<file path="config.mk">
export PLATFORM = sky130hd
export DESIGN_NAME = stable_priority_queue
export DESIGN_NICKNAME = d
export VERILOG_FILES = /design/src/hw/rtl/spq_pkg.sv /design/src/hw/rtl/spq_cell.sv /design/src/hw/rtl/stable_priority_queue.sv
export SDC_FILE = /design/constraint.sdc
export NUM_CORES = 1
export LEC_CHECK = 0
export BUFFER_PORTS_ARGS = -buffer_cell sky130_fd_sc_hd__buf_4
export CORE_MARGIN = 3
export CORE_UTILIZATION = 50
export DETAILED_ROUTE_END_ITERATION = 8
export MAX_ROUTING_LAYER = met4
export PLACE_DENSITY_LB_ADDON = 0.15
export SYNTH_ARGS = -nofsm -noshare
export SYNTH_HDL_FRONTEND = slang
export SYNTH_SLANG_ARGS = --single-unit
</file>
<file path="constraint.sdc">
create_clock -name clk -period 5.65 [get_ports clk]
set_clock_uncertainty 0.2 [all_clocks]
set_input_delay 1.4125 -clock clk [delete_from_list [all_inputs] [get_ports clk]]
set_output_delay 1.4125 -clock clk [all_outputs]
set_load 0.01 [all_outputs]
</file>
<file path="src/hw/rtl/spq_pkg.sv">
// Shared types and constants for the stable priority queue.
`default_nettype none

package spq_pkg;

	// Width of a priority number.
	localparam int PRIO_W = 8;

	// Request actions.
	localparam logic [1:0] ACT_ENQ  = 2'd0;
	localparam logic [1:0] ACT_POP  = 2'd1;
	localparam logic [1:0] ACT_PEEK = 2'd2;

	// Response status codes.
	localparam logic [1:0] ST_OK    = 2'd0;
	localparam logic [1:0] ST_EMPTY = 2'd1;
	localparam logic [1:0] ST_FULL  = 2'd2;

	// Shift command broadcast to every cell of the row.
	typedef struct packed {
		logic enq;
		logic pop;
	} spq_ctl_t;

endpackage

`default_nettype wire

</file>
<file path="src/hw/rtl/spq_cell.sv">
// One storage cell of the sorted shift-register row.
`default_nettype none

module spq_cell
	import spq_pkg::*;
#(
	parameter int DATA_WIDTH = 32
) (
	input  wire logic                  clk,
	input  wire spq_ctl_t              ctl,
	input  wire logic                  occ,
	input  wire logic [PRIO_W-1:0]     new_prio,
	input  wire logic [DATA_WIDTH-1:0] new_data,
	input  wire logic                  prev_after,
	input  wire logic [PRIO_W-1:0]     prev_prio,
	input  wire logic [DATA_WIDTH-1:0] prev_data,
	input  wire logic [PRIO_W-1:0]     next_prio,
	input  wire logic [DATA_WIDTH-1:0] next_data,
	output logic                       after,
	output logic [PRIO_W-1:0]          prio_q,
	output logic [DATA_WIDTH-1:0]      data_q
);

	// The new word goes behind this cell when the cell holds an entry that is not worse.
	assign after = occ && (prio_q <= new_prio);

	// Keep, take the new word, take the left neighbor on insert, or the right one on pop.
	always_ff @(posedge clk) begin
		if (ctl.enq && !after) begin
			if (prev_after) begin
				prio_q <= new_prio;
				data_q <= new_data;
			end else begin
				prio_q <= prev_prio;
				data_q <= prev_data;
			end
		end else if (ctl.pop) begin
			prio_q <= next_prio;
			data_q <= next_data;
		end
	end

endmodule

`default_nettype wire

</file>
<file path="src/hw/rtl/stable_priority_queue.sv">
// Top level of the stable priority queue: a sorted row of shift cells and the response register.
//
//   Channel   Handshake               Word
//   request   req_valid / req_ready   action, prio, data_word
//   response  rsp_valid / rsp_ready   head_data, head_valid, status, entry_count
//
// Each request word is resolved by the whole row: every cell compares its own priority with
// the new one and shifts in parallel; one request is taken per clock while req_ready is high.
// The response sits in an output register; a new request is taken while that register is
// empty or being read in the same cycle, so a stalled response holds off only the next word.
// Reset clears the entry count and the response valid; cell contents need no reset.
`default_nettype none

module stable_priority_queue
	import spq_pkg::*;
#(
	parameter int DEPTH      = 16,
	parameter int DATA_WIDTH = 32
) (
	input  wire logic                          clk,
	input  wire logic                          arst_n,
	input  wire logic                          req_valid,
	output logic                               req_ready,
	input  wire logic [1:0]                    action,
	input  wire logic [PRIO_W-1:0]             prio,
	input  wire logic [DATA_WIDTH-1:0]         data_word,
	output logic                               rsp_valid,
	input  wire logic                          rsp_ready,
	output logic [DATA_WIDTH-1:0]              head_data,
	output logic                               head_valid,
	output logic [1:0]                         status,
	output logic [$clog2(DEPTH+1)-1:0]         entry_count
);

	localparam int CNT_W = $clog2(DEPTH + 1);

	logic                  rsp_valid_q;
	logic [CNT_W-1:0]      count_q;
	logic [DATA_WIDTH-1:0] head_data_q;
	logic                  head_valid_q;
	logic [1:0]            status_q;

	logic                  acc;
	logic                  full;
	logic                  empty;
	spq_ctl_t              ctl;
	logic [CNT_W-1:0]      count_nxt;
	logic [DATA_WIDTH-1:0] hdata_nxt;
	logic                  hvalid_nxt;
	logic [1:0]            status_nxt;

	logic [DEPTH-1:0]      occ;
	logic [DEPTH-1:0]      after;
	logic [PRIO_W-1:0]     cell_prio [DEPTH];
	logic [DATA_WIDTH-1:0] cell_data [DEPTH];

	// Handshake: take a word whenever the response register is free or draining.
	assign req_ready = !rsp_valid_q || rsp_ready;
	assign acc       = req_valid && req_ready;
	assign full      = (count_q == CNT_W'(DEPTH));
	assign empty     = (count_q == '0);

	// Decode the action into the shift command and the response fields.
	always_comb begin
		ctl        = '0;
		count_nxt  = count_q;
		hdata_nxt  = '0;
		hvalid_nxt = 1'b0;
		status_nxt = ST_OK;
		unique case (action) inside
			ACT_ENQ: begin
				if (full) begin
					status_nxt = ST_FULL;
				end else begin
					ctl.enq   = acc;
					count_nxt = count_q + 1'b1;
				end
			end
			ACT_POP, ACT_PEEK: begin
				if (empty) begin
					status_nxt = ST_EMPTY;
				end else begin
					hdata_nxt  = cell_data[0];
					hvalid_nxt = 1'b1;
					if (action == ACT_POP) begin
						ctl.pop   = acc;
						count_nxt = count_q - 1'b1;
					end
				end
			end
			default: begin
				status_nxt = ST_OK;
			end
		endcase
	end

	// Row of cells, slot zero at the head.
	for (genvar i = 0; i < DEPTH; i++) begin : g_cell
		logic                  prev_after;
		logic [PRIO_W-1:0]     prev_prio;
		logic [DATA_WIDTH-1:0] prev_data;
		logic [PRIO_W-1:0]     next_prio;
		logic [DATA_WIDTH-1:0] next_data;

		assign occ[i] = (count_q > CNT_W'(i));

		if (i == 0) begin : g_head
			assign prev_after = 1'b1;
			assign prev_prio  = prio;
			assign prev_data  = data_word;
		end else begin : g_body
			assign prev_after = after[i-1];
			assign prev_prio  = cell_prio[i-1];
			assign prev_data  = cell_data[i-1];
		end

		if (i == DEPTH - 1) begin : g_tail
			assign next_prio = '0;
			assign next_data = '0;
		end else begin : g_link
			assign next_prio = cell_prio[i+1];
			assign next_data = cell_data[i+1];
		end

		spq_cell #(
			.DATA_WIDTH (DATA_WIDTH)
		) u_cell (
			.clk        (clk),
			.ctl        (ctl),
			.occ        (occ[i]),
			.new_prio   (prio),
			.new_data   (data_word),
			.prev_after (prev_after),
			.prev_prio  (prev_prio),
			.prev_data  (prev_data),
			.next_prio  (next_prio),
			.next_data  (next_data),
			.after      (after[i]),
			.prio_q     (cell_prio[i]),
			.data_q     (cell_data[i])
		);
	end

	// Entry count and response valid.
	always_ff @(posedge clk or negedge arst_n) begin
		if (!arst_n) begin
			count_q     <= '0;
			rsp_valid_q <= 1'b0;
		end else begin
			if (acc) begin
				count_q     <= count_nxt;
				rsp_valid_q <= 1'b1;
			end else if (rsp_ready) begin
				rsp_valid_q <= 1'b0;
			end
		end
	end

	// Response payload.
	always_ff @(posedge clk) begin
		if (acc) begin
			head_data_q  <= hdata_nxt;
			head_valid_q <= hvalid_nxt;
			status_q     <= status_nxt;
		end
	end

	assign rsp_valid   = rsp_valid_q;
	assign head_data   = head_data_q;
	assign head_valid  = head_valid_q;
	assign status      = status_q;
	assign entry_count = count_q;

	// The count never passes the capacity.
	a_count_bound: assert property (@(posedge clk) disable iff (!arst_n)
		count_q <= CNT_W'(DEPTH))
		else $error("entry count above capacity");

	// A pop on a non-empty queue removes exactly one entry.
	a_pop_count: assert property (@(posedge clk) disable iff (!arst_n)
		(acc && action == ACT_POP && !empty) |=> count_q == $past(count_q) - 1'b1)
		else $error("pop did not remove one entry");

	// A returned head always comes with an ok status.
	a_head_ok: assert property (@(posedge clk) disable iff (!arst_n)
		(rsp_valid_q && head_valid_q) |-> status_q == ST_OK)
		else $error("head word with a failing status");

	// The two front cells stay in priority order.
	a_sorted: assert property (@(posedge clk) disable iff (!arst_n)
		(count_q >= CNT_W'(2)) |-> cell_prio[0] <= cell_prio[1])
		else $error("front cells out of order");

endmodule

`default_nettype wire
</file>
==> results of run 1 <==
## kinds of logic after synthesis
logic type,after synthesis,synth area share
and+or+nand+nor,941,0.103
AOI/OAI and AO/OA,747,0.111
DFF,681,0.545
muxes,561,0.158
buffers and inverters,302,0.0353
adders and majority gates,138,0.0461
xor gates and xnor gates,4,0.000936
## registers in the layout, indices dropped and copies added (netlist names)
| signal | count |
|---|---|
| head_valid | 1 |
| g_cell.u_cell.prio_q | 128 |
| g_cell.u_cell.data_q | 512 |
| head_data | 32 |
| status | 2 |
| rsp_valid | 1 |
| entry_count | 5 |
## stage by stage
stage | instance area (µm²) | util | power [mW] | cells
after floorplan | 37500 | - | 9.42 | 3374
after global placement | 39300 | 0.534 | 10.6 | 4240
after detailed placement | 39300 | 0.534 | 10.7 | 4240
after CTS | 41800 | 0.569 | 15.8 | 4383
after global routing | 41800 | 0.569 | 16.4 | 4383
final | 41800 | 0.569 | 15.7 | 4383
## power by group through the flow
stage                     clock network [mW]  logic, mW  registers (mW)
after CTS                               5.20       4.28            6.30
after detailed placement                   0       4.27            6.40
after global routing                    5.39       4.64            6.33
after global placement                     0       4.18            6.40
final                                   5.12       4.30            6.30
after floorplan                            0       3.14            6.28
## worst register-to-register path: stages (launching register included)
cell and delay (ns):
sky130_fd_sc_hd__dfrtp_1 0.54, sky130_fd_sc_hd__inv_1 0.15, sky130_fd_sc_hd__ha_1 0.31, sky130_fd_sc_hd__nand3_1 0.13, sky130_fd_sc_hd__and3_2 0.67, sky130_fd_sc_hd__nand2_1 0.30, sky130_fd_sc_hd__o21ai_4 0.73, sky130_fd_sc_hd__buf_12 0.29
## cells in the mapped netlist, types with 6 or more instances
cell type                  instances  area share
sky130_fd_sc_hd__mux2i_1         443        0.12
sky130_fd_sc_hd__ha_1            138       0.046
sky130_fd_sc_hd__o21ai_0         315       0.042
sky130_fd_sc_hd__nand3_1           9      0.0012
sky130_fd_sc_hd__buf_4            12      0.0024
sky130_fd_sc_hd__o22ai_1           9      0.0015
sky130_fd_sc_hd__a21o_1            7      0.0014
sky130_fd_sc_hd__a21oi_1         220       0.029
sky130_fd_sc_hd__nor2b_1          25      0.0042
sky130_fd_sc_hd__o211ai_1         15      0.0030
sky130_fd_sc_hd__mux2_4           39       0.016
sky130_fd_sc_hd__mux2_2           79       0.024
sky130_fd_sc_hd__nor2_1          215       0.022
sky130_fd_sc_hd__edfxtp_1        675        0.54
sky130_fd_sc_hd__o22a_1           33      0.0077
sky130_fd_sc_hd__dfrtp_1           6      0.0040
sky130_fd_sc_hd__nand2_1         599       0.060
sky130_fd_sc_hd__inv_1            33      0.0033
sky130_fd_sc_hd__and3_1           36      0.0060
sky130_fd_sc_hd__buf_2            65      0.0087
sky130_fd_sc_hd__nand4_1          30      0.0050
sky130_fd_sc_hd__nand2b_1          8      0.0013
sky130_fd_sc_hd__a31oi_1          83       0.014
sky130_fd_sc_hd__o21ai_1          30      0.0040
sky130_fd_sc_hd__clkbuf_1        183       0.018
sky130_fd_sc_hd__o21a_1           11      0.0022
## layer usage
| metal | global-route usage | part of all wire | routed length, µm | up-vias |
|---|---|---|---|---|
| met4 | 0.0934 | 0.030 | 3200 | 0 |
| met3 | 0.0405 | 0.059 | 6370 | 233 |
| met5 | - | 0 | 0 | - |
| li1 | - | - | - | 12400 |
| met1 | 0.358 | 0.42 | 45400 | 13700 |
| met2 | 0.457 | 0.49 | 52100 | 968 |
## how the worst min path moves through the flow
stage                            startpoint                            to  slack, ns  depth (start not counted)
4_1_cts        g_cell[15].u_cell.data_q[12]  g_cell[14].u_cell.data_q[12]       0.35                          1
5_1_grt        g_cell[15].u_cell.data_q[15]  g_cell[14].u_cell.data_q[15]       0.36                          1
2_1_floorplan   g_cell[11].u_cell.data_q[0]   g_cell[10].u_cell.data_q[0]       0.32                          2
3_3_place_gp   g_cell[15].u_cell.data_q[19]  g_cell[14].u_cell.data_q[19]       0.33                          1
3_5_place_dp   g_cell[15].u_cell.data_q[12]  g_cell[14].u_cell.data_q[12]       0.34                          1
6_report       g_cell[15].u_cell.data_q[15]  g_cell[14].u_cell.data_q[15]       0.34                          1
## area by class of cell
type	instances	area [µm²]	area share
flip-flops and latches	681	20400	0.488
multi-input cells	2391	16000	0.382
clock buffers	95	2060	0.0492
repair buffers	176	1570	0.0376
well taps	959	1200	0.0287
clock inverters	48	484	0.0116
inverters	33	124	0.00296
==> load_flow_metrics.sql, run 1 <==
INSERT INTO impl_metrics (metric_group, metric, value, unit) VALUES
('yosys', 'ys_ff_latch', '681', ''),
('clock_tree', 'clock_tree_from_tritoncts', 'done', ''),
('detailed_routing', 'detailroute.via_count', '27300', ''),
('critical_path', 'slowest_stage', 'sky130_fd_sc_hd__o21ai_4', ''),
('sta', 'fin_crit', '4.44', 'ns'),
('sta', 'finalSetupViolCount', '0', ''),
('detailed_routing', 'drc', '0', ''),
('critical_path', 'worst_path_dominant_cell_family', 'compound AO/OA/AOI/OAI gates', ''),
('die', 'ios', '88', ''),
('critical_path', 'timing.reg2reg.setup_slack', '2.02', 'ns'),
('finish', 'fill_cells', '6260', ''),
('finish', 'areaGrowthSynthToFinish', '11.7', '%'),
('critical_path', 'cp-startpoint', 'prio[3]', ''),
('power_and_ir_drop', 'leakagePower', '16.2', 'nW'),
('clock_tree', 'clock_insertion_delay_worst_skew', '0.63', 'ns'),
('yosys', 'mapped_cell_area', '37400', 'µm²'),
('run_status', 'result_of_the_run', 'complete, no violations', ''),
('sta', 'totalNegativeSetupSlack', '0', 'ns'),
('clock_tree', 'cts-buffers-inserted', '78', ''),
('global_routing', 'global_route.usage.total', '0.279', ''),
('clock_tree', 'clock_sink_count', '681', ''),
('global_routing', 'vias_in_the_first_global_route', '28300', ''),
('critical_path', 'critical-path-max-stage-delay', '0.89', 'ns'),
('critical_path', 'r2r.worst_path.cells', '7', ''),
('critical_path', 'timing.rr.start', 'entry_count[0]', ''),
('critical_path', 'path_buf_inv', '3', ''),
('clock_tree', 'clock_tree.htree_level_count', '3', ''),
('power_and_ir_drop', 'comb_power_share', '0.273', ''),
('power_and_ir_drop', 'highest_ir_drop_seen_on_vdd', '0.262', 'mV'),
('yosys', 'post_synth.cell_area_avg', '11.1', 'µm²'),
('critical_path', 'cp-end-kind', 'flip-flop', ''),
('power_and_ir_drop', 'power.share.sequential', '0.401', ''),
('finish', 'final_nets', '3545', ''),
('die', 'number_of_cell_rows', '99', ''),
('critical_path', 'startpoint_type', 'input port', ''),
('placement', 'gp_congestion', '0.883', ''),
('sta', 'slew_viol_final', '0', ''),
('power_and_ir_drop', 'total_switching_power', '5.01', 'mW'),
('clock_tree', 'post_cts.repair.setup_buffers', '0', ''),
('sta', 'timing.max_slew.rel_slack', '0.272', ''),
('critical_path', 'setup.worst_path.class', 'in2reg', ''),
('die', 'die_h', '280', 'µm'),
('power_and_ir_drop', 'cellPowerDensity', '376', 'nW/µm²'),
('critical_path', 'worst-endpoint-arrival', '4.59', 'ns'),
('detailed_routing', 'route.detailed.vias_per_inst', '6.23', ''),
('finish', 'antenna_cells', '0', ''),
('yosys', 'synthesis.nets', '3558', ''),
('yosys', 'post_synth_inst_count', '3374', ''),
('placement', 'preCtsSetupSlack', '0.635', 'ns'),
('placement', 'dpl.hpwl', '72.8', 'mm'),
('finish', 'layout_commonest_cell', 'sky130_fd_sc_hd__edfxtp_1', ''),
('die', 'die_w', '280', 'µm'),
('die', 'initial_util', '0.509', ''),
('critical_path', 'crit_path_cells', 'buf_4, inv_1, ha_1, nand4_1, nor2_1, o22ai_1, o21ai_4, buf_4, o21ai_0', ''),
('yosys', 'ys_warn_count', '0', ''),
('detailed_routing', 'drt_first_pass_iters', '5', ''),
('power_and_ir_drop', 'netSwitchingFraction', '0.319', ''),
('die', 'die-area', '78200', 'µm²'),
('clock_tree', 'clkTransAtPathRegs', '0.06', 'ns'),
('detailed_routing', 'wirelength', '107', 'mm'),
('power_and_ir_drop', 'clock_power_share', '0.326', ''),
('power_and_ir_drop', 'cellInternalPower', '10.7', 'mW'),
('detailed_routing', 'drt_first_iter_violations', '2313', ''),
('clock_tree', 'ctsResizeCount', '0', ''),
('critical_path', 'cp.required', '5.80', 'ns'),
('critical_path', 'critPathCapture', 'g_cell[10].u_cell.data_q[16]', ''),
('placement', 'io_buffer_count', '87', ''),
('sta', 'tightestPinTransition', '1.09', 'ns'),
('critical_path', 'logic_depth_of_the_worst_path_buffers_included', '9', ''),
('flow_run', 'cap_violations', '0', ''),
('critical_path', 'critical_path.reg2reg.endpoint', 'g_cell[14].u_cell.prio_q[5]', '');
No activity file was read; power rests on OpenSTA's default activity.
==> run 2, diff against run 1 <==
==> constraint.sdc (replaced) <==
create_clock -name clk -period 3.9 [get_ports clk]
set_clock_uncertainty 0.2 [all_clocks]
set_input_delay 0.975 -clock clk [delete_from_list [all_inputs] [get_ports clk]]
set_output_delay 0.975 -clock clk [all_outputs]
set_load 0.01 [all_outputs]
==> load_flow_metrics.sql, run 2 (same netlist as run 1, synthesis figures left out) <==
INSERT INTO impl_metrics (metric_group, metric, value, unit) VALUES
('critical_path', 'worst_path_dominant_cell_family', 'buffers and inverters', ''),
('power_and_ir_drop', 'highest_ir_drop_seen_on_vdd', '0.361', 'mV'),
('critical_path', 'logic_depth_of_the_worst_path_buffers_included', '9', ''),
('sta', 'finalHoldViolCount', '0', ''),
('sta', 'fin_ws', '0.673', 'ns'),
('finish', 'largest_reg_flops', '512', ''),
('placement', 'preCtsSetupSlack', '0.129', 'ns'),
('detailed_routing', 'drt_first_iter_violations', '2109', ''),
('die', 'die-area', '78200', 'µm²'),
('detailed_routing', 'route.detailed.vias_per_inst', '6.18', ''),
('worst_hold_path', 'hold_path.class', 'reg2reg', ''),
('finish', 'layout_commonest_cell', 'sky130_fd_sc_hd__edfxtp_1', ''),
('critical_path', 'worst_path_most_repeated_cell', 'sky130_fd_sc_hd__buf_4', ''),
('clock_tree', 'ctsResizeCount', '0', ''),
('critical_path', 'timing.reg2reg.setup_slack', '0.68', 'ns'),
('critical_path', 'path_buf_inv', '3', ''),
('critical_path', 'slowest_stage', 'sky130_fd_sc_hd__nand3_2', ''),
('power_and_ir_drop', 'clock_power_share', '0.316', ''),
('critical_path', 'cp-startpoint', 'prio[0]', ''),
('power_and_ir_drop', 'leakagePower', '16.4', 'nW'),
('critical_path', 'cp.required', '4.06', 'ns'),
('finish', 'fill_cells', '6228', ''),
('finish', 'layout_common_cells', 'sky130_fd_sc_hd__edfxtp_1 (675), sky130_fd_sc_hd__nand2_1 (589), sky130_fd_sc_hd__mux2i_1 (443)', ''),
('detailed_routing', 'wirelength', '105', 'mm'),
('flow_run', 'cap_violations', '0', ''),
('power_and_ir_drop', 'cellPowerDensity', '536', 'nW/µm²'),
('detailed_routing', 'drc', '0', ''),
('placement', 'gp_congestion', '0.954', ''),
('finish', 'max_flop_register', 'g_cell.u_cell.data_q', ''),
('sta', 'final_min_period_over_clock_period', '0.828', ''),
('sta', 'slew_viol_final', '0', ''),
('clock_tree', 'cts-buffers-inserted', '77', ''),
('die', 'number_of_cell_rows', '99', ''),
('detailed_routing', 'drt_first_pass_iters', '5', ''),
('global_routing', 'globalRouteOverflowTotal', '0', ''),
('power_and_ir_drop', 'netSwitchingFraction', '0.315', ''),
('clock_tree', 'cts_root_buf', 'sky130_fd_sc_hd__clkbuf_16', ''),
('die', 'initial_util', '0.509', ''),
('power_and_ir_drop', 'comb_power_share', '0.284', ''),
('sta', 'tightestPinTransition', '0.862', 'ns'),
('placement', 'placed_cells', '4280', ''),
('sta', 'clock.fmax', '310', 'MHz'),
('die', 'ios', '88', ''),
('critical_path', 'setup.worst_path.class', 'in2reg', ''),
('sta', 'finalSetupViolCount', '0', ''),
('critical_path', 'critical_path.reg2reg.endpoint', 'g_cell[14].u_cell.data_q[9]', ''),
('finish', 'drive_above_1_share', '0.143', ''),
('clock_tree', 'clk_path_buf_depth', '3', ''),
('die', 'die_h', '280', 'µm'),
('clock_tree', 'clock_tree.htree_level_count', '3', ''),
('global_routing', 'grt_antenna_before_repair', '2', ''),
('detailed_routing', 'detailroute.via_count', '27300', ''),
('critical_path', 'critPathCapture', 'g_cell[6].u_cell.data_q[26]', ''),
('sta', 'fin_crit', '3.23', 'ns'),
('run_status', 'result_of_the_run', 'complete, no violations', ''),
('clock_tree', 'clock_insertion_delay_worst_skew', '0.62', 'ns'),
('die', 'die_w', '280', 'µm'),
('finish', 'areaGrowthSynthToFinish', '13.3', '%'),
('clock_tree', 'clkTransAtPathRegs', '0.06', 'ns'),
('finish', 'final_nets', '3585', ''),
('critical_path', 'worst-path-max-fanout', '22', ''),
('power_and_ir_drop', 'cellInternalPower', '15.6', 'mW'),
('sta', 'worst_hold_slack', '0.344', 'ns'),
('power_and_ir_drop', 'power.share.sequential', '0.400', ''),
('clock_tree', 'clock_sink_count', '681', ''),
('detailed_routing', 'wl_per_cell', '23.6', 'µm'),
('placement', 'dpl.hpwl', '72.8', 'mm'),
('critical_path', 'cp-end-kind', 'flip-flop', ''),
('detailed_routing', 'drtAntennaViolNets', '0', ''),
('clock_tree', 'clock_tree_from_tritoncts', 'done', ''),
('power_and_ir_drop', 'total_switching_power', '7.17', 'mW'),
('die', 'core_area', '73600', 'µm²'),
('sta', 'timing.max_slew.rel_slack', '0.425', ''),
('critical_path', 'crit_path_cells', 'buf_4, buf_4, ha_1, nand4_1, o21ai_0, nand3_2, buf_4, mux2i_1, o21ai_0', ''),
('critical_path', 'r2r.worst_path.cells', '8', ''),
('critical_path', 'startpoint_type', 'input port', ''),
('sta', 'rsz0062_at_grt', 'no', ''),
('finish', 'final_instance_count_without_filler_cells', '4422', ''),
('critical_path', 'timing.rr.start', 'entry_count[0]', ''),
('global_routing', 'pin_count_of_the_biggest_net_entering_global_routing', '81', ''),
('placement', 'io_buffer_count', '87', ''),
('global_routing', 'grt_pass1_wl', '163', 'mm'),
('critical_path', 'worst-endpoint-arrival', '3.39', 'ns'),
('critical_path', 'critical-path-max-stage-delay', '0.47', 'ns'),
('global_routing', 'vias_in_the_first_global_route', '28900', ''),
('global_routing', 'global_route.usage.total', '0.273', '');
[run 2: changes by cell type in the layout (fill, tap and decap cells not counted), moves of 3 or more]
cell                       before  now
sky130_fd_sc_hd__buf_12        20   49
sky130_fd_sc_hd__inv_4          0    3
sky130_fd_sc_hd__buf_4        156  167
sky130_fd_sc_hd__inv_2          0    4
sky130_fd_sc_hd__clkbuf_1      15   18
sky130_fd_sc_hd__inv_1         33   26
[run 2: power groups by stage]
stage / sequential, mW / clock, mW / combinational, mW
2_1_floorplan: 9.09 / 0 / 4.58
3_3_place_gp: 9.25 / 0 / 6.26
3_5_place_dp: 9.25 / 0 / 6.42
4_1_cts: 9.10 / 7.31 / 6.44
5_1_grt: 9.14 / 7.63 / 6.98
6_report: 9.10 / 7.20 / 6.46
[run 2: how the worst min path moves through the flow]
stage          cells past startpoint                          from                      endpoint  slack [ns]
2_1_floorplan                      2   g_cell[11].u_cell.data_q[0]   g_cell[10].u_cell.data_q[0]        0.32
3_3_place_gp                       1   g_cell[15].u_cell.data_q[7]   g_cell[14].u_cell.data_q[7]        0.33
3_5_place_dp                       1  g_cell[15].u_cell.data_q[19]  g_cell[14].u_cell.data_q[19]        0.33
4_1_cts                            2                     req_valid                     rsp_valid        0.34
5_1_grt                            2                     req_valid                     rsp_valid        0.36
6_report                           1  g_cell[15].u_cell.data_q[19]  g_cell[14].u_cell.data_q[19]        0.34
[run 2: worst register-to-register path, cell delays in order (launching register included)]
cell	delay [ns]
sky130_fd_sc_hd__dfrtp_1	0.59
sky130_fd_sc_hd__inv_1	0.16
sky130_fd_sc_hd__ha_1	0.29
sky130_fd_sc_hd__nand3_1	0.13
sky130_fd_sc_hd__and3_2	0.52
sky130_fd_sc_hd__nand2_1	0.26
sky130_fd_sc_hd__nor2_4	0.18
sky130_fd_sc_hd__buf_12	0.25
sky130_fd_sc_hd__mux2_2	0.39
[run 2: per-stage QoR]
stage               total power [mW]  setup TNS [ns]  instance area, µm²  utilization
global route                    23.8               0               42400        0.577
CTS                             22.9               0               42400        0.577
finish                          22.8               0               42400        0.577
detailed placement              15.7               0               40000        0.544
global placement                15.5               0               40000        0.544
floorplan                       13.7           -7.77               37600            -
[run 2: per-layer routing]
| metal | up-vias | global-route usage | part of all wire |
|---|---|---|---|
| li1 | 12500 | - | - |
| met3 | 219 | 0.0355 | 0.057 |
| met5 | - | - | 0 |
| met1 | 13800 | 0.344 | 0.42 |
| met2 | 870 | 0.459 | 0.50 |
| met4 | 0 | 0.0934 | 0.031 |
[run 2: area by class of cell]
cell class | count | area (µm²) | share of cell area
clock inverter | 42 | 393 | 0.00926
multi-input combinational | 2391 | 16000 | 0.377
timing repair buffer | 217 | 2240 | 0.0529
sequential | 681 | 20400 | 0.481
inverter | 33 | 131 | 0.00310
tap | 959 | 1200 | 0.0283
antenna | 2 | 5.00 | 0.000118
clock buffer | 97 | 2040 | 0.0482
[run 2: what timing repair did]
action,in CTS,in global routing
endpoints found under the hold margin,6,0
buffers inserted,0,0
hold buffers,1,0
